[config.mk]
export PLATFORM = sky130hd
export DESIGN_NAME = pcm_stream_deframer
export DESIGN_NICKNAME = d
export VERILOG_FILES = /design/src/hw/rtl/pcm_sdf_pkg.sv /design/src/hw/rtl/pcm_sdf_front.sv /design/src/hw/rtl/pcm_sdf_queue.sv /design/src/hw/rtl/pcm_sdf_back.sv /design/src/hw/rtl/pcm_stream_deframer.sv
export VERILOG_INCLUDE_DIRS = /design/src /design/src/hw/rtl
export SDC_FILE = /design/constraint.sdc
export NUM_CORES = 1
export LEC_CHECK = 0
export BUFFER_PORTS_ARGS = -buffer_cell sky130_fd_sc_hd__buf_4
export CORE_ASPECT_RATIO = 0.5
export CORE_UTILIZATION = 46
export CTS_CLUSTER_SIZE = 8
export DETAILED_ROUTE_END_ITERATION = 8
export PLACE_DENSITY = 0.65
export SLEW_MARGIN = 10
export SYNTH_ARGS = -nofsm -noshare
export SYNTH_HDL_FRONTEND = slang
export SYNTH_HIERARCHICAL = 1
export SYNTH_SLANG_ARGS = --single-unit
[constraint.sdc]
create_clock -name clk_i -period 12 [get_ports clk_i]
set_input_delay 0.6 -clock clk_i [delete_from_list [all_inputs] [get_ports clk_i]]
set_output_delay 0.6 -clock clk_i [all_outputs]
set_load 0.02 [all_outputs]
[src/hw/rtl/pcm_stream_deframer_assert.svh]
// assertion macros shared by the deframer modules
`ifndef PCM_STREAM_DEFRAMER_ASSERT_SVH
`define PCM_STREAM_DEFRAMER_ASSERT_SVH

// same-cycle implication, checked at every clock edge outside reset
`define PSD_ASSERT_NOW(lbl, ante, cons) \
  lbl: assert property (@(posedge clk_i) disable iff (!rst_ni) (ante) |-> (cons)) \
    else $error("pcm deframer check failed");

// next-cycle implication, checked at every clock edge outside reset
`define PSD_ASSERT_NEXT(lbl, ante, cons) \
  lbl: assert property (@(posedge clk_i) disable iff (!rst_ni) (ante) |=> (cons)) \
    else $error("pcm deframer check failed");

`endif

[src/hw/rtl/pcm_sdf_pkg.sv]
package pcm_sdf_pkg;

  // header layout and field values
  localparam int unsigned HDR_LEN      = 16;
  localparam int unsigned HDR_IDX_W    = $clog2(HDR_LEN);
  localparam logic [7:0]  HDR_VERSION  = 8'd1;
  localparam logic [7:0]  HDR_CHANNELS = 8'd1;
  localparam logic [7:0]  HDR_BITS     = 8'd16;

  // counter width for the announced sample count (20 to 32)
  localparam int unsigned COUNT_BITS = 32;

  // configuration reset values
  localparam logic [31:0] RATE_RESET  = 32'd16000;
  localparam logic [31:0] MAX_RESET   = RATE_RESET * 32'd60;

  // queue between front and back
  localparam int unsigned Q_DEPTH = 2;
  localparam int unsigned Q_PTR_W = $clog2(Q_DEPTH);
  localparam int unsigned Q_CNT_W = $clog2(Q_DEPTH + 1);

  // configuration register indexes
  typedef enum logic {
    REG_RATE = 1'b0,
    REG_MAX  = 1'b1
  } reg_e;

  typedef enum logic [1:0] {
    PH_HEADER  = 2'd0,
    PH_PAYLOAD = 2'd1,
    PH_IDLE    = 2'd2
  } phase_e;

  typedef enum logic [1:0] {
    KIND_ACCEPT = 2'd0,
    KIND_REJECT = 2'd1,
    KIND_SAMPLE = 2'd2
  } kind_e;

  typedef enum logic [2:0] {
    ERR_NONE    = 3'd0,
    ERR_MAGIC   = 3'd1,
    ERR_VERSION = 3'd2,
    ERR_FORMAT  = 3'd3,
    ERR_RATE    = 3'd4,
    ERR_COUNT   = 3'd5
  } err_e;

  // one classified byte travelling from front to back
  typedef struct packed {
    logic                 hdr;
    logic [HDR_IDX_W-1:0] idx;
    logic [7:0]           data;
  } op_t;

  // magic word, one byte per position
  function automatic logic [7:0] magic_byte(input logic [1:0] pos);
    logic [7:0] b;
    case (pos)
      2'd0:    b = 8'h41;
      2'd1:    b = 8'h50;
      2'd2:    b = 8'h41;
      default: b = 8'h49;
    endcase
    return b;
  endfunction

endpackage

[src/hw/rtl/pcm_sdf_front.sv]
module pcm_sdf_front (
  input  logic              clk_i,
  input  logic              rst_ni,
  input  logic              in_valid_i,
  output logic              in_stall_o,
  input  logic [7:0]        data_byte_i,
  input  logic              stream_start_i,
  input  logic              q_full_i,
  output logic              push_o,
  output pcm_sdf_pkg::op_t  op_o
);
  import pcm_sdf_pkg::*;

  logic                 in_hdr_q, in_hdr_d;
  logic [HDR_IDX_W-1:0] idx_q, idx_d;
  logic                 accept;
  logic                 is_hdr;
  logic [HDR_IDX_W-1:0] cur_idx;

  // beats are taken whenever the queue has room
  assign in_stall_o = q_full_i;
  assign accept     = in_valid_i & ~q_full_i;
  assign push_o     = accept;

  // a stream start forces header byte zero
  assign is_hdr  = stream_start_i | in_hdr_q;
  assign cur_idx = stream_start_i ? '0 : idx_q;

  assign op_o.hdr  = is_hdr;
  assign op_o.idx  = cur_idx;
  assign op_o.data = data_byte_i;

  // header position tracking
  always_comb begin
    in_hdr_d = in_hdr_q;
    idx_d    = idx_q;
    if (accept && is_hdr) begin
      if (cur_idx == HDR_IDX_W'(HDR_LEN - 1)) begin
        in_hdr_d = 1'b0;
        idx_d    = '0;
      end else begin
        in_hdr_d = 1'b1;
        idx_d    = cur_idx + 1'b1;
      end
    end
  end

  always_ff @(posedge clk_i or negedge rst_ni) begin
    if (!rst_ni) begin
      in_hdr_q <= 1'b1;
      idx_q    <= '0;
    end else begin
      in_hdr_q <= in_hdr_d;
      idx_q    <= idx_d;
    end
  end

endmodule

[src/hw/rtl/pcm_sdf_queue.sv]
module pcm_sdf_queue (
  input  logic              clk_i,
  input  logic              rst_ni,
  input  logic              push_i,
  input  pcm_sdf_pkg::op_t  op_i,
  output logic              full_o,
  input  logic              pop_i,
  output logic              valid_o,
  output pcm_sdf_pkg::op_t  op_o
);
  import pcm_sdf_pkg::*;

`include "pcm_stream_deframer_assert.svh"

  op_t                mem_q [Q_DEPTH];
  logic [Q_PTR_W-1:0] wr_ptr_q, wr_ptr_d;
  logic [Q_PTR_W-1:0] rd_ptr_q, rd_ptr_d;
  logic [Q_CNT_W-1:0] cnt_q, cnt_d;

  assign full_o  = (cnt_q == Q_CNT_W'(Q_DEPTH));
  assign valid_o = (cnt_q != '0);
  assign op_o    = mem_q[rd_ptr_q];

  // pointer and fill bookkeeping
  always_comb begin
    wr_ptr_d = wr_ptr_q;
    rd_ptr_d = rd_ptr_q;
    cnt_d    = cnt_q;
    if (push_i) begin
      wr_ptr_d = (wr_ptr_q == Q_PTR_W'(Q_DEPTH - 1)) ? '0 : wr_ptr_q + 1'b1;
    end
    if (pop_i) begin
      rd_ptr_d = (rd_ptr_q == Q_PTR_W'(Q_DEPTH - 1)) ? '0 : rd_ptr_q + 1'b1;
    end
    if (push_i && !pop_i) begin
      cnt_d = cnt_q + 1'b1;
    end else if (pop_i && !push_i) begin
      cnt_d = cnt_q - 1'b1;
    end
  end

  always_ff @(posedge clk_i or negedge rst_ni) begin
    if (!rst_ni) begin
      wr_ptr_q <= '0;
      rd_ptr_q <= '0;
      cnt_q    <= '0;
    end else begin
      wr_ptr_q <= wr_ptr_d;
      rd_ptr_q <= rd_ptr_d;
      cnt_q    <= cnt_d;
    end
  end

  // storage
  always_ff @(posedge clk_i) begin
    if (push_i) begin
      mem_q[wr_ptr_q] <= op_i;
    end
  end

  `PSD_ASSERT_NOW(a_no_push_full, full_o, !push_i)
  `PSD_ASSERT_NOW(a_no_pop_empty, !valid_o, !pop_i)
  `PSD_ASSERT_NOW(a_cnt_bound, 1'b1, cnt_q <= Q_CNT_W'(Q_DEPTH))

endmodule

[src/hw/rtl/pcm_sdf_back.sv]
module pcm_sdf_back (
  input  logic              clk_i,
  input  logic              rst_ni,
  input  logic              q_valid_i,
  input  pcm_sdf_pkg::op_t  op_i,
  output logic              pop_o,
  input  logic [31:0]       exp_rate_i,
  input  logic [31:0]       max_count_i,
  output logic              out_valid_o,
  input  logic              out_stall_i,
  output logic [1:0]        result_kind_o,
  output logic [2:0]        status_code_o,
  output logic [31:0]       total_count_o,
  output logic signed [15:0] pcm_sample_o,
  output logic              last_sample_o
);
  import pcm_sdf_pkg::*;

`include "pcm_stream_deframer_assert.svh"

  phase_e                phase_q, phase_d;
  err_e                  err_q, err_d;
  logic [31:0]           rate_q, rate_d;
  logic [31:0]           cnt_q, cnt_d;
  logic [COUNT_BITS-1:0] remain_q, remain_d;
  logic [7:0]            low_q, low_d;
  logic                  parity_q, parity_d;

  logic                  out_valid_q, out_valid_d;
  kind_e                 kind_q, kind_d;
  err_e                  status_q, status_d;
  logic [31:0]           total_q, total_d;
  logic [15:0]           sample_q, sample_d;
  logic                  last_q, last_d;

  logic                  produce;
  logic                  hdr_end;
  logic [31:0]           rate_sh, cnt_sh;
  err_e                  err_base, err_now, err_new;
  logic                  cnt_bad;
  logic [COUNT_BITS-1:0] remain_dec;

  // take the next op once the output register is free or draining
  assign pop_o = q_valid_i & (~out_valid_q | ~out_stall_i);

  assign rate_sh    = {rate_q[23:0], op_i.data};
  assign cnt_sh     = {cnt_q[23:0], op_i.data};
  assign hdr_end    = (op_i.idx == HDR_IDX_W'(HDR_LEN - 1));
  assign remain_dec = remain_q - 1'b1;
  assign cnt_bad    = (cnt_sh == '0) || (cnt_sh > max_count_i) ||
                      (({1'b0, cnt_sh} >> COUNT_BITS) != '0);

  // check for this header byte
  always_comb begin
    err_now = ERR_NONE;
    case (op_i.idx)
      4'd0, 4'd1, 4'd2, 4'd3: begin
        if (op_i.data != magic_byte(op_i.idx[1:0])) err_now = ERR_MAGIC;
      end
      4'd4: begin
        if (op_i.data != HDR_VERSION) err_now = ERR_VERSION;
      end
      4'd5: begin
        if (op_i.data != HDR_CHANNELS) err_now = ERR_FORMAT;
      end
      4'd6: begin
        if (op_i.data != HDR_BITS) err_now = ERR_FORMAT;
      end
      4'd11: begin
        if (rate_sh != exp_rate_i) err_now = ERR_RATE;
      end
      4'd15: begin
        if (cnt_bad) err_now = ERR_COUNT;
      end
      default: err_now = ERR_NONE;
    endcase
  end

  // first failure wins, cleared on header byte zero
  assign err_base = (op_i.idx == '0) ? ERR_NONE : err_q;
  assign err_new  = (err_base != ERR_NONE) ? err_base : err_now;

  // parse phase next state
  always_comb begin
    phase_d = phase_q;
    if (pop_o) begin
      if (op_i.hdr) begin
        if (!hdr_end) begin
          phase_d = PH_HEADER;
        end else if (err_new != ERR_NONE) begin
          phase_d = PH_IDLE;
        end else begin
          phase_d = PH_PAYLOAD;
        end
      end else begin
        case (phase_q)
          PH_PAYLOAD: begin
            if (parity_q && remain_dec == '0) phase_d = PH_IDLE;
          end
          default: phase_d = phase_q;
        endcase
      end
    end
  end

  // datapath and result register
  always_comb begin
    err_d       = err_q;
    rate_d      = rate_q;
    cnt_d       = cnt_q;
    remain_d    = remain_q;
    low_d       = low_q;
    parity_d    = parity_q;
    produce     = 1'b0;
    kind_d      = kind_q;
    status_d    = status_q;
    total_d     = total_q;
    sample_d    = sample_q;
    last_d      = last_q;
    if (pop_o) begin
      if (op_i.hdr) begin
        err_d = err_new;
        case (op_i.idx)
          4'd8, 4'd9, 4'd10, 4'd11: rate_d = rate_sh;
          4'd12, 4'd13, 4'd14, 4'd15: cnt_d = cnt_sh;
          default: rate_d = rate_q;
        endcase
        if (hdr_end) begin
          produce  = 1'b1;
          sample_d = '0;
          last_d   = 1'b0;
          if (err_new != ERR_NONE) begin
            kind_d   = KIND_REJECT;
            status_d = err_new;
            total_d  = '0;
          end else begin
            kind_d   = KIND_ACCEPT;
            status_d = ERR_NONE;
            total_d  = cnt_sh;
            remain_d = cnt_sh[COUNT_BITS-1:0];
            parity_d = 1'b0;
          end
        end
      end else if (phase_q == PH_PAYLOAD) begin
        if (!parity_q) begin
          low_d    = op_i.data;
          parity_d = 1'b1;
        end else begin
          parity_d = 1'b0;
          remain_d = remain_dec;
          produce  = 1'b1;
          kind_d   = KIND_SAMPLE;
          status_d = ERR_NONE;
          total_d  = '0;
          sample_d = {op_i.data, low_q};
          last_d   = (remain_dec == '0);
        end
      end
    end
  end

  // output valid
  always_comb begin
    out_valid_d = out_valid_q;
    if (produce) begin
      out_valid_d = 1'b1;
    end else if (!out_stall_i) begin
      out_valid_d = 1'b0;
    end
  end

  always_ff @(posedge clk_i or negedge rst_ni) begin
    if (!rst_ni) begin
      phase_q     <= PH_HEADER;
      err_q       <= ERR_NONE;
      rate_q      <= '0;
      cnt_q       <= '0;
      remain_q    <= '0;
      parity_q    <= 1'b0;
      out_valid_q <= 1'b0;
    end else begin
      phase_q     <= phase_d;
      err_q       <= err_d;
      rate_q      <= rate_d;
      cnt_q       <= cnt_d;
      remain_q    <= remain_d;
      parity_q    <= parity_d;
      out_valid_q <= out_valid_d;
    end
  end

  // payload registers
  always_ff @(posedge clk_i) begin
    low_q    <= low_d;
    kind_q   <= kind_d;
    status_q <= status_d;
    total_q  <= total_d;
    sample_q <= sample_d;
    last_q   <= last_d;
  end

  assign out_valid_o   = out_valid_q;
  assign result_kind_o = kind_q;
  assign status_code_o = status_q;
  assign total_count_o = total_q;
  assign pcm_sample_o  = sample_q;
  assign last_sample_o = last_q;

  `PSD_ASSERT_NOW(a_payload_has_count, phase_q == PH_PAYLOAD, remain_q != '0)
  `PSD_ASSERT_NOW(a_reject_has_code, out_valid_q && kind_q == KIND_REJECT,
                  status_q != ERR_NONE)
  `PSD_ASSERT_NEXT(a_last_goes_idle,
                   pop_o && !op_i.hdr && phase_q == PH_PAYLOAD && parity_q &&
                   remain_q == COUNT_BITS'(1),
                   phase_q == PH_IDLE && out_valid_q && last_q)

endmodule

[src/hw/rtl/pcm_stream_deframer.sv]
// pcm stream deframer: one byte per beat in, header verdicts and samples out
// the beat that completes a result is stored in the queue, then the result is registered in the back end
// throughput: one byte per cycle while out_stall_i is low, held by the per-byte update in the back end
// a two-entry queue holds up to two beats while a result waits
// reset: asynchronous active low, parsing starts at header byte zero,
// rate and maximum count registers return to 16000 and 960000
module pcm_stream_deframer (
  input  logic               clk_i,
  input  logic               rst_ni,
  input  logic               in_valid_i,
  output logic               in_stall_o,
  input  logic [7:0]         data_byte_i,
  input  logic               stream_start_i,
  output logic               out_valid_o,
  input  logic               out_stall_i,
  output logic [1:0]         result_kind_o,
  output logic [2:0]         status_code_o,
  output logic [31:0]        total_count_o,
  output logic signed [15:0] pcm_sample_o,
  output logic               last_sample_o,
  input  logic               psel,
  input  logic               penable,
  input  logic               pwrite,
  input  logic [2:0]         paddr,
  input  logic [31:0]        pwdata,
  output logic [31:0]        prdata,
  output logic               pready
);
  import pcm_sdf_pkg::*;

  logic [31:0] rate_q, rate_d;
  logic [31:0] max_q, max_d;
  logic        cfg_wr;
  reg_e        cfg_sel;

  logic        q_full, q_valid, push, pop;
  op_t         push_op, pop_op;

  // configuration registers
  assign pready  = 1'b1;
  assign cfg_wr  = psel & penable & pwrite;
  assign cfg_sel = reg_e'(paddr[2]);

  always_comb begin
    rate_d = rate_q;
    max_d  = max_q;
    if (cfg_wr) begin
      case (cfg_sel)
        REG_RATE: rate_d = pwdata;
        REG_MAX:  max_d  = pwdata;
        default:  rate_d = rate_q;
      endcase
    end
  end

  always_comb begin
    case (cfg_sel)
      REG_RATE: prdata = rate_q;
      REG_MAX:  prdata = max_q;
      default:  prdata = '0;
    endcase
  end

  always_ff @(posedge clk_i or negedge rst_ni) begin
    if (!rst_ni) begin
      rate_q <= RATE_RESET;
      max_q  <= MAX_RESET;
    end else begin
      rate_q <= rate_d;
      max_q  <= max_d;
    end
  end

  // byte classification
  pcm_sdf_front u_front (
    .clk_i          (clk_i),
    .rst_ni         (rst_ni),
    .in_valid_i     (in_valid_i),
    .in_stall_o     (in_stall_o),
    .data_byte_i    (data_byte_i),
    .stream_start_i (stream_start_i),
    .q_full_i       (q_full),
    .push_o         (push),
    .op_o           (push_op)
  );

  // decoupling queue
  pcm_sdf_queue u_queue (
    .clk_i   (clk_i),
    .rst_ni  (rst_ni),
    .push_i  (push),
    .op_i    (push_op),
    .full_o  (q_full),
    .pop_i   (pop),
    .valid_o (q_valid),
    .op_o    (pop_op)
  );

  // header checks and sample assembly
  pcm_sdf_back u_back (
    .clk_i         (clk_i),
    .rst_ni        (rst_ni),
    .q_valid_i     (q_valid),
    .op_i          (pop_op),
    .pop_o         (pop),
    .exp_rate_i    (rate_q),
    .max_count_i   (max_q),
    .out_valid_o   (out_valid_o),
    .out_stall_i   (out_stall_i),
    .result_kind_o (result_kind_o),
    .status_code_o (status_code_o),
    .total_count_o (total_count_o),
    .pcm_sample_o  (pcm_sample_o),
    .last_sample_o (last_sample_o)
  );

endmodule
* Word level (Yosys, flattened, before mapping)
Memory sizes are Yosys's and may differ from the RTL's. Cells that the tools add are included.
Cells by class: add/sub/neg operators 6, order comparisons 1, eq/ne operators 26, multiplexer cells 66, bitwise logic cells 12, reductions and logical operators 32
Operators by type and width (number):
- 2-to-1 mux 32 bit | 10
- logical NOT 32 bit | 2
- 2-to-1 mux 16 bit | 4
- case mux 32 bit (2 select lines) | 1
- equality test 4 bit (second input constant) | 9
- greater-than comparator 32 bit | 1
- inequality test 32 bit | 1
- subtractor 32 x 1 -> 32 bit (second input constant) | 1
- 2-to-1 mux 2 bit | 14
- 2-to-1 mux 3 bit | 9
- 2-to-1 mux 1 bit | 23
- case mux 3 bit (6 select lines) | 1
- equality test 4 x 3 -> 1 bit (second input constant) | 3
- AND reduction 4 bit | 3
- OR reduction 4 bit | 3
- case mux 5 bit (2 select lines) | 1
- nonzero test 2 bit | 5
- AND reduction 3 bit | 3
- equality test 4 x 2 -> 1 bit (second input constant) | 2
- 2-to-1 mux 4 bit | 2
- 2-to-1 mux 8 bit | 1
- inequality test 8 x 1 -> 1 bit (second input constant) | 1
- inequality test 8 x 5 -> 1 bit (second input constant) | 1
- inequality test 8 bit | 1
- other kinds (21) | 41
Storage, ports and cells: register bits 222, RAM bits 26, output and inout bits 89, logic and storage cells 164, memories 1
Memory list:
- u_queue.mem_q | depth 2, bits a word 13, read ports 1, clocked after memory_dff 0, write ports 1, RTL line pcm_sdf_queue.sv:15 | op_t mem_q [Q_DEPTH];

* Longest topological paths before layout
Gate-level depths: netlist of run 1. An unclocked memory read counts as a cell.
depth after elaboration 13, mapped depth 15, gate-level depth less buffers 12

* Modules after synthesis
Netlist of run 1, hierarchy kept.
Modules (own cells, without submodules):
- pcm_sdf_back | times used 1, cells an instance 763, area an instance 8235.4 sq um, sequential area each 4038.9 sq um
- pcm_stream_deframer | times used 1, cells an instance 174, area an instance 2927.8 sq um, sequential area each 1617.8 sq um
- pcm_sdf_queue | times used 1, cells an instance 56, area an instance 1127.3 sq um, sequential area each 880.8 sq um
- pcm_sdf_front | times used 1, cells an instance 38, area an instance 367.9 sq um, sequential area each 126.4 sq um

* Worst setup path after synthesis of run 1
No wires, ideal clock.
kind register -> register, start reg u_queue.rd_ptr_q, end reg u_back.last_q (netlist: u_back/last_sample_o) (enable), library setup time 439 ps, arrival 3884 ps, data required time 11561 ps, path slack 7677 ps, stages on the path, launching flop included 12, cell sequence dfrtp_1 -> buf_6 -> mux2_2 -> clkbuf_1 -> and4_1 -> nand2_1 -> o21ai_0 -> nand2_1 -> clkbuf_1 -> clkinv_1 -> clkbuf_1 -> clkbuf_1
RTL lines:
- from (decl) | RTL line pcm_sdf_queue.sv:17 | logic [Q_PTR_W-1:0] rd_ptr_q, rd_ptr_d;
- from (signal assigned) | RTL line pcm_sdf_queue.sv:49 | rd_ptr_q <= rd_ptr_d;
- to (signal assigned) | RTL line pcm_sdf_back.sv:199 | last_q <= last_d;
- to (decl) | RTL line pcm_sdf_back.sv:34 | logic last_q, last_d;

==> run_results.csv, run 1 <==
group,metric,value,unit
status,outcome,"complete, no violations",
detailed_routing,route.detailed.drc,0,
detailed_routing,drtAntennaViolNets,0,
layout,nNetsFinal,1235,
logic_synthesis,yosysUniqueCellTypes,72,
floorplan,die_x,237,µm
pwr,seqPwrFrac,39.3,%
cts,post-cts-setup-buffers,0,
sta,worst_clock_skew,0.0189,ns
cts,postCtsHoldBufs,0,
cts,cts_buffers,36,
cts,root_buffer,"clkbuf_16",
placement,io_buffers,136,
logic_synthesis,ys_ff_latch,248,
floorplan,die_y,119,µm
cts,cts.sinks,248,
pwr,leakagePower,6.43,nW
setup_path,start_kind,"flop",
layout,final_core_util,55.6,%
logic_synthesis,synth_area,12700,µm²
logic_synthesis,synth_top_cells_by_area,"dfrtp_1, edfxtp_1, mux2_2, mux2_4, ha_1",
setup_path,worst-setup-path-type,"reg2reg",
placement,pre_cts_ws,6.79,ns
pwr,comb_power_share,36.0,%
detailed_routing,vias_per_cell,5.72,
pwr,p_sw,1.38,mW
floorplan,core-area,26700,µm²
pwr,p_per_area,252,nW/µm²
sta,fmax,0.188,GHz
sta,fin_crit_sh,44.2,%
setup_path,worstSetupEndpointType,"flop",
cts,worstSkewPairLatency,0.52,ns
placement,place.gp.congestion,0.861,
layout,areaGrowthSynthToFinish,17.6,%
sta,worst_pin_slew,1.02,ns
layout,final_cells,1527,
layout,layout-drive-gt1-share,32.5,%
cts,cts_tree,"yes",
layout,fin_area,14900,µm²
logic_synthesis,synthCells,1031,
setup_path,critPathMaxFanout,63,
logic_synthesis,synth_area_per_cell,12.3,µm²
pwr,power,3.75,mW
setup_path,cp.required,12.39,ns
pwr,ir_worst_vdd,0.102,mV
sta,setup_viol,0,
logic_synthesis,synth-adder-area-share,3.56,%
logic_synthesis,yosysTopAreaCell,"dfrtp_1",
sta,fin_ws,6.69,ns
sta,hold_viol_final,0,
sta,holdWs,0.128,ns
placement,hpwl,21400,µm
logic_synthesis,synth_compound_area_share,6.12,%
logic_synthesis,async_flop_share,64.5,%
logic_synthesis,yosysWarnings,6,
logic_synthesis,yosysSeqAreaShare,52.6,%
floorplan,die-area,28200,µm²
pwr,sw_frac_of_total,36.7,%
placement,placed_cells,1462,
cts,htree_levels,2,
setup_path,arrival,5.70,ns
sta,rsz0062_at_grt,"false",
detailed_routing,first_pass_iters,5,
detailed_routing,drtIter0Drc,660,
sta,relSlewSlack,31.9,%
sta,setup_tns,0,ns
cts,clkSlewWorstSetupHoldPaths,0.05,ns
global_route,first_global_vias,8776,
cts,cts_resized,0,
logic_synthesis,synth_top_family_by_area,"multiplexers",
global_route,grt_max_degree,98,
global_route,gr-total-overflow,0,
floorplan,io_pins,140,
detailed_routing,wl,31600,µm
logic_synthesis,synth_mux_area_share,16.8,%
logic_synthesis,synth_top_cell_area_share,28.9,%
detailed_routing,wl_per_cell,20.7,µm
cts,clock_path_buffers,3,
logic_synthesis,synth_flop_cell,"dfrtp_1",
pwr,p_clk_share,24.8,%
detailed_routing,num_vias,8735,
flow_run,drv_cap,0,
logic_synthesis,synth_fp_nets,1118,
logic_synthesis,synthSimpleGateAreaFrac,13.0,%
sta,timing.final.crit_period,5.31,ns
global_route,grt_usage,22.9,%
sta,slew_viol_final,0,
logic_synthesis,synth_edf_count,88,
logic_synthesis,synth-xor-area-share,3.87,%
floorplan,placement_rows,42,
global_route,grt_pass1_wl,49700,µm
pwr,cell_internal_pwr,2.38,mW
min_path,hold_class,"in2async",
floorplan,initial_core_util,47.3,%
global_route,antenna_found_initial,0,
placement,place_area,13800,µm²
-- critical path: stages (launching register included) --
cell	delay, ns
dfrtp_1	0.73
mux2_2	0.59
ha_1	0.38
nand4_1	0.14
nor4_1	0.55
nor3b_1	0.17
o31ai_1	0.16
nand4_1	0.24
o22a_1	0.26
and3b_2	0.23
buf_4	0.51
nor3b_4	0.79
mux2_2	0.42
-- cells in the mapped netlist, types with 3 or more instances --
| cell type | number |
|---|---|
| dfrtp_1 | 146 |
| mux2_2 | 138 |
| edfxtp_1 | 88 |
| xor2_1 | 48 |
| a21oi_1 | 44 |
| inv_1 | 40 |
| nand2_1 | 38 |
| clkbuf_1 | 37 |
| ha_1 | 36 |
| and3_1 | 35 |
| mux2_4 | 31 |
| nor2_1 | 30 |
| nor3_1 | 27 |
| nor4_1 | 26 |
| nand4_1 | 25 |
| nand3_1 | 22 |
| nor2b_1 | 21 |
| o21ai_0 | 19 |
| dfstp_2 | 14 |
| buf_4 | 13 |
| o22ai_1 | 11 |
| buf_2 | 9 |
| nand2b_1 | 9 |
| mux2i_1 | 8 |
| o211ai_1 | 8 |
| o21a_1 | 8 |
| xnor2_1 | 8 |
| or3_1 | 7 |
| buf_6 | 6 |
| and2_1 | 5 |
| o31ai_1 | 5 |
| or4_1 | 5 |
| and4_1 | 4 |
| nand4b_1 | 4 |
| a22o_1 | 3 |
| and2b_1 | 3 |
| nor4b_1 | 3 |
| nor4bb_1 | 3 |
-- cell families (layout without fill, tap and decap cells) --
kind of cell / after synthesis / count (layout)
other cells: 1 / 2
xor+xnor: 56 / 56
fa+ha+maj: 36 / 36
mux: 179 / 179
flops: 248 / 248
compound gates: 122 / 122
simple gates: 281 / 281
buf+inv: 108 / 251
-- flip-flops by register name (all words and copies together), names as in the netlist, 2 cells and up --
| signal | cells |
|---|---|
| u_back/result_kind_o | 2 |
| u_queue/mem_q | 26 |
| u_queue/cnt_q | 2 |
| u_back/rate_q | 24 |
| u_back/pcm_sample_o | 16 |
| u_back/err_q | 3 |
| u_front/idx_q | 4 |
| u_back/total_count_o | 32 |
| u_back/low_q | 8 |
| max_q | 32 |
| u_back/remain_q | 32 |
| u_back/cnt_q | 24 |
| rate_q | 32 |
| u_back/phase_q | 2 |
| u_back/status_code_o | 3 |
-- power by group through the flow --
stage / clock (mW) / combinational [mW] / sequential (mW)
final: 0.930 / 1.35 / 1.47
after global placement: 0 / 1.29 / 1.47
after global routing: 0.991 / 1.48 / 1.51
after floorplan: 0 / 1.02 / 1.36
after CTS: 0.950 / 1.35 / 1.47
after detailed placement: 0 / 1.34 / 1.48
-- final timing paths --
| path | to | start | slack [ns] | cells past startpoint |
|---|---|---|---|---|
| setup / recovery | u_back/remain_q[6] | u_queue/rd_ptr_q | 6.69 | 12 |
| hold / removal | max_q[4] | rst_ni | 0.13 | 1 |
| setup reg to reg | u_back/remain_q[6] | u_queue/rd_ptr_q | 6.69 | 12 |
| hold reg to reg | u_queue/cnt_q[1] | u_queue/cnt_q[1] | 0.48 | 1 |
| max in group asynchronous | max_q[2] | rst_ni | 10.42 | 2 |
| min in group clk_i | u_queue/mem_q[1][4] | data_byte_i[4] | 0.28 | 1 |
-- layer usage --
metal / share of wire (%) / track usage [%] / up-vias
met3: 5.4 / 4.33 / 43
met5: 0 / 0 / -
met4: 2.0 / 7.10 / 0
li1: - / - / 4053
met1: 47 / 33.3 / 4406
met2: 46 / 34.4 / 233
-- layout make-up --
| cell class | instances | area (µm²) |
|---|---|---|
| fillers | 2209 | 11900 |
| flip-flops and latches | 248 | 6660 |
| multi-input cells | 675 | 5490 |
| repair buffers | 145 | 1090 |
| clock buffers | 62 | 1020 |
| well taps | 352 | 440 |
| inverters | 42 | 158 |
| clock inverters | 2 | 17.5 |
| diodes | 1 | 2.50 |
-- cell usage in the layout (no fill, tap or decap), types with 3 or more instances in the layout --
master	n
dfrtp_1	146
buf_4	144
mux2_2	138
edfxtp_1	88
xor2_1	48
a21oi_1	44
inv_1	40
nand2_1	38
clkbuf_16	37
ha_1	36
and3_1	35
mux2_4	31
nor2_1	30
nor3_1	27
nor4_1	26
clkbuf_1	25
nand4_1	25
nand3_1	22
nor2b_1	20
o21ai_0	19
dfstp_2	14
o22ai_1	11
nand2b_1	9
o211ai_1	8
o21a_1	8
mux2i_1	8
xnor2_1	8
or3_1	7
or4_1	5
and2_1	5
o31ai_1	5
and4_1	4
nand4b_1	4
nor4bb_1	3
nor4b_1	3
a22o_1	3
and2b_1	3
(Power assumes the default switching activity.)
==> run 2: changes to the inputs <==
clock period = 5.3 ns   (was 12 ns; I/O delays follow)
==> run 2 against run 1 <==
  * Sequential cell count stayed put
  * Largest power group unchanged
  * Fmax is 16% higher
  * Utilization is 1.5 points higher
  * Clock-buffer cell count is 2 lower
  * Hold slack worse by 0.10 ns
==> run_results.csv, run 2 (synthesized netlist as in run 1, its figures left out) <==
group,metric,value,unit
placement,io_buffers,136,
global_route,antenna_found_initial,1,
setup_path,worstSetupEndpointType,"flop",
sta,hold_viol_final,0,
detailed_routing,vias_per_cell,5.73,
sta,setup_viol,0,
sta,holdWs,0.0243,ns
pwr,ir_worst_vdd,0.265,mV
detailed_routing,drtIter0Drc,629,
setup_path,start_kind,"flop",
detailed_routing,wl,32500,µm
cts,root_buffer,"clkbuf_16",
cts,cts.sinks,248,
pwr,p_clk_share,24.6,%
min_path,hold_depth,2,
pwr,seqPwrFrac,39.2,%
cts,cts_buffers,36,
setup_path,worst-setup-path-type,"reg2reg",
detailed_routing,first_pass_iters,5,
cts,clock_path_buffers,3,
floorplan,initial_core_util,47.3,%
sta,timing.final.crit_period,4.58,ns
floorplan,die-area,28200,µm²
layout,layout-drive-gt1-share,31.5,%
sta,worst_clock_skew,0.0151,ns
cts,htree_levels,2,
cts,cts_tree,"yes",
sta,fin_ws,0.721,ns
sta,worst_pin_slew,1.03,ns
status,outcome,"complete, no violations",
global_route,grt_max_degree,108,
pwr,p_sw,3.12,mW
sta,rsz0062_at_grt,"false",
layout,final_common_cell,"dfrtp_1",
detailed_routing,wl_per_cell,20.8,µm
layout,final_cells,1565,
setup_path,arrival,4.96,ns
sta,fmax,0.218,GHz
cts,worstSkewPairLatency,0.51,ns
floorplan,placement_rows,42,
pwr,p_per_area,557,nW/µm²
pwr,sw_frac_of_total,36.7,%
placement,place.gp.congestion,0.871,
floorplan,core-area,26700,µm²
placement,hpwl,21500,µm
pwr,leakagePower,6.61,nW
layout,final_cell_mix,"dfrtp_1, buf_4, mux2_2, edfxtp_1, xor2_1",
sta,fin_crit_sh,86.4,%
floorplan,io_pins,140,
sta,slew_viol_final,0,
global_route,grt_pass1_wl,51200,µm
placement,placed_cells,1464,
flow_run,drv_cap,0,
min_path,hold_class,"in2reg",
global_route,first_global_vias,9010,
detailed_routing,route.detailed.drc,0,
cts,clkSlewWorstSetupHoldPaths,0.06,ns
detailed_routing,num_vias,8974,
setup_path,reg2regPathDepth,11,
placement,pre_cts_ws,0.814,ns
pwr,comb_power_share,36.2,%
sta,setup_tns,0,ns
setup_path,r2r_slack,0.72,ns
layout,final_core_util,57.2,%
floorplan,die_x,237,µm
setup_path,cp.required,5.68,ns
layout,nNetsFinal,1278,
sta,relSlewSlack,31.3,%
pwr,cell_internal_pwr,5.39,mW
layout,fill_cells,2147,
layout,antenna_cells,0,
floorplan,die_y,119,µm
global_route,grt_usage,23.5,%
detailed_routing,drtAntennaViolNets,0,
setup_path,critPathMaxFanout,14,
global_route,gr-total-overflow,0,
layout,areaGrowthSynthToFinish,20.8,%
run 2: cell types whose count changed in the layout (fill, tap and decap cells not counted), sizes merged:
cell	delta
clkbuf	-2
diode	-1
inv	-2
buf	+2
dlygate4sd3	+41
run 2: power by group through the flow:
stage	clock, mW	combinational [mW]	sequential, mW
after floorplan	0	2.31	3.09
after global placement	0	2.93	3.33
after detailed placement	0	3.02	3.35
after CTS	2.14	3.07	3.33
after global routing	2.23	3.36	3.42
final	2.10	3.08	3.34
run 2: cell type report:
class                      count  area [µm²]  area share, %
sequential                   248        6660           43.6
multi-input combinational    675        5490           35.9
timing repair buffer         188        1530           10.0
clock buffer                  60        1010           6.62
tap                          352         440           2.88
inverter                      42         158           1.03
run 2: per-stage QoR:
stage	total power, mW	instance area [µm²]
2_1_floorplan	5.40	12700
3_3_place_gp	6.26	13900
3_5_place_dp	6.37	13900
4_1_cts	8.54	15300
5_1_grt	9.01	15300
6_report	8.51	15300
run 2: worst max-delay path, stage by stage (launching register included):
cell and delay (ns):
dfrtp_1 0.74, mux2_2 0.56, ha_1 0.38, nand4_1 0.13, nor4_1 0.50, nor3b_1 0.14
o31ai_1 0.13, nand4_1 0.24, o22a_1 0.26, and3b_2 0.25, nor3b_4 0.69, mux2_2 0.42
run 2: worst paths after layout:
kind                             startpoint            endpoint
setup / recovery           u_queue/rd_ptr_q  u_back/remain_q[3]
hold / removal                    pwdata[8]           rate_q[8]
setup reg to reg           u_queue/rd_ptr_q  u_back/remain_q[3]
hold reg to reg            u_queue/cnt_q[1]    u_queue/cnt_q[1]
max in group asynchronous            rst_ni     u_back/cnt_q[0]
min in group asynchronous            rst_ni           rate_q[1]
run 2: repair_timing:
item	in CTS	in global routing
hold buffers	40	1
buffers inserted	0	0
hold endpoints to repair	166	1
resized for setup	0	0
run 2: layer usage:
layer / vias to the layer above / share of wire (%) / wire length, µm / global-route usage, %
met5: - / 0 / 0 / 0
met1: 4570 / 47 / 15400 / 34.4
li1: 4104 / - / - / -
met2: 248 / 46 / 15000 / 36.2
met3: 52 / 4.9 / 1590 / 3.41
met4: 0 / 1.8 / 597 / 6.62
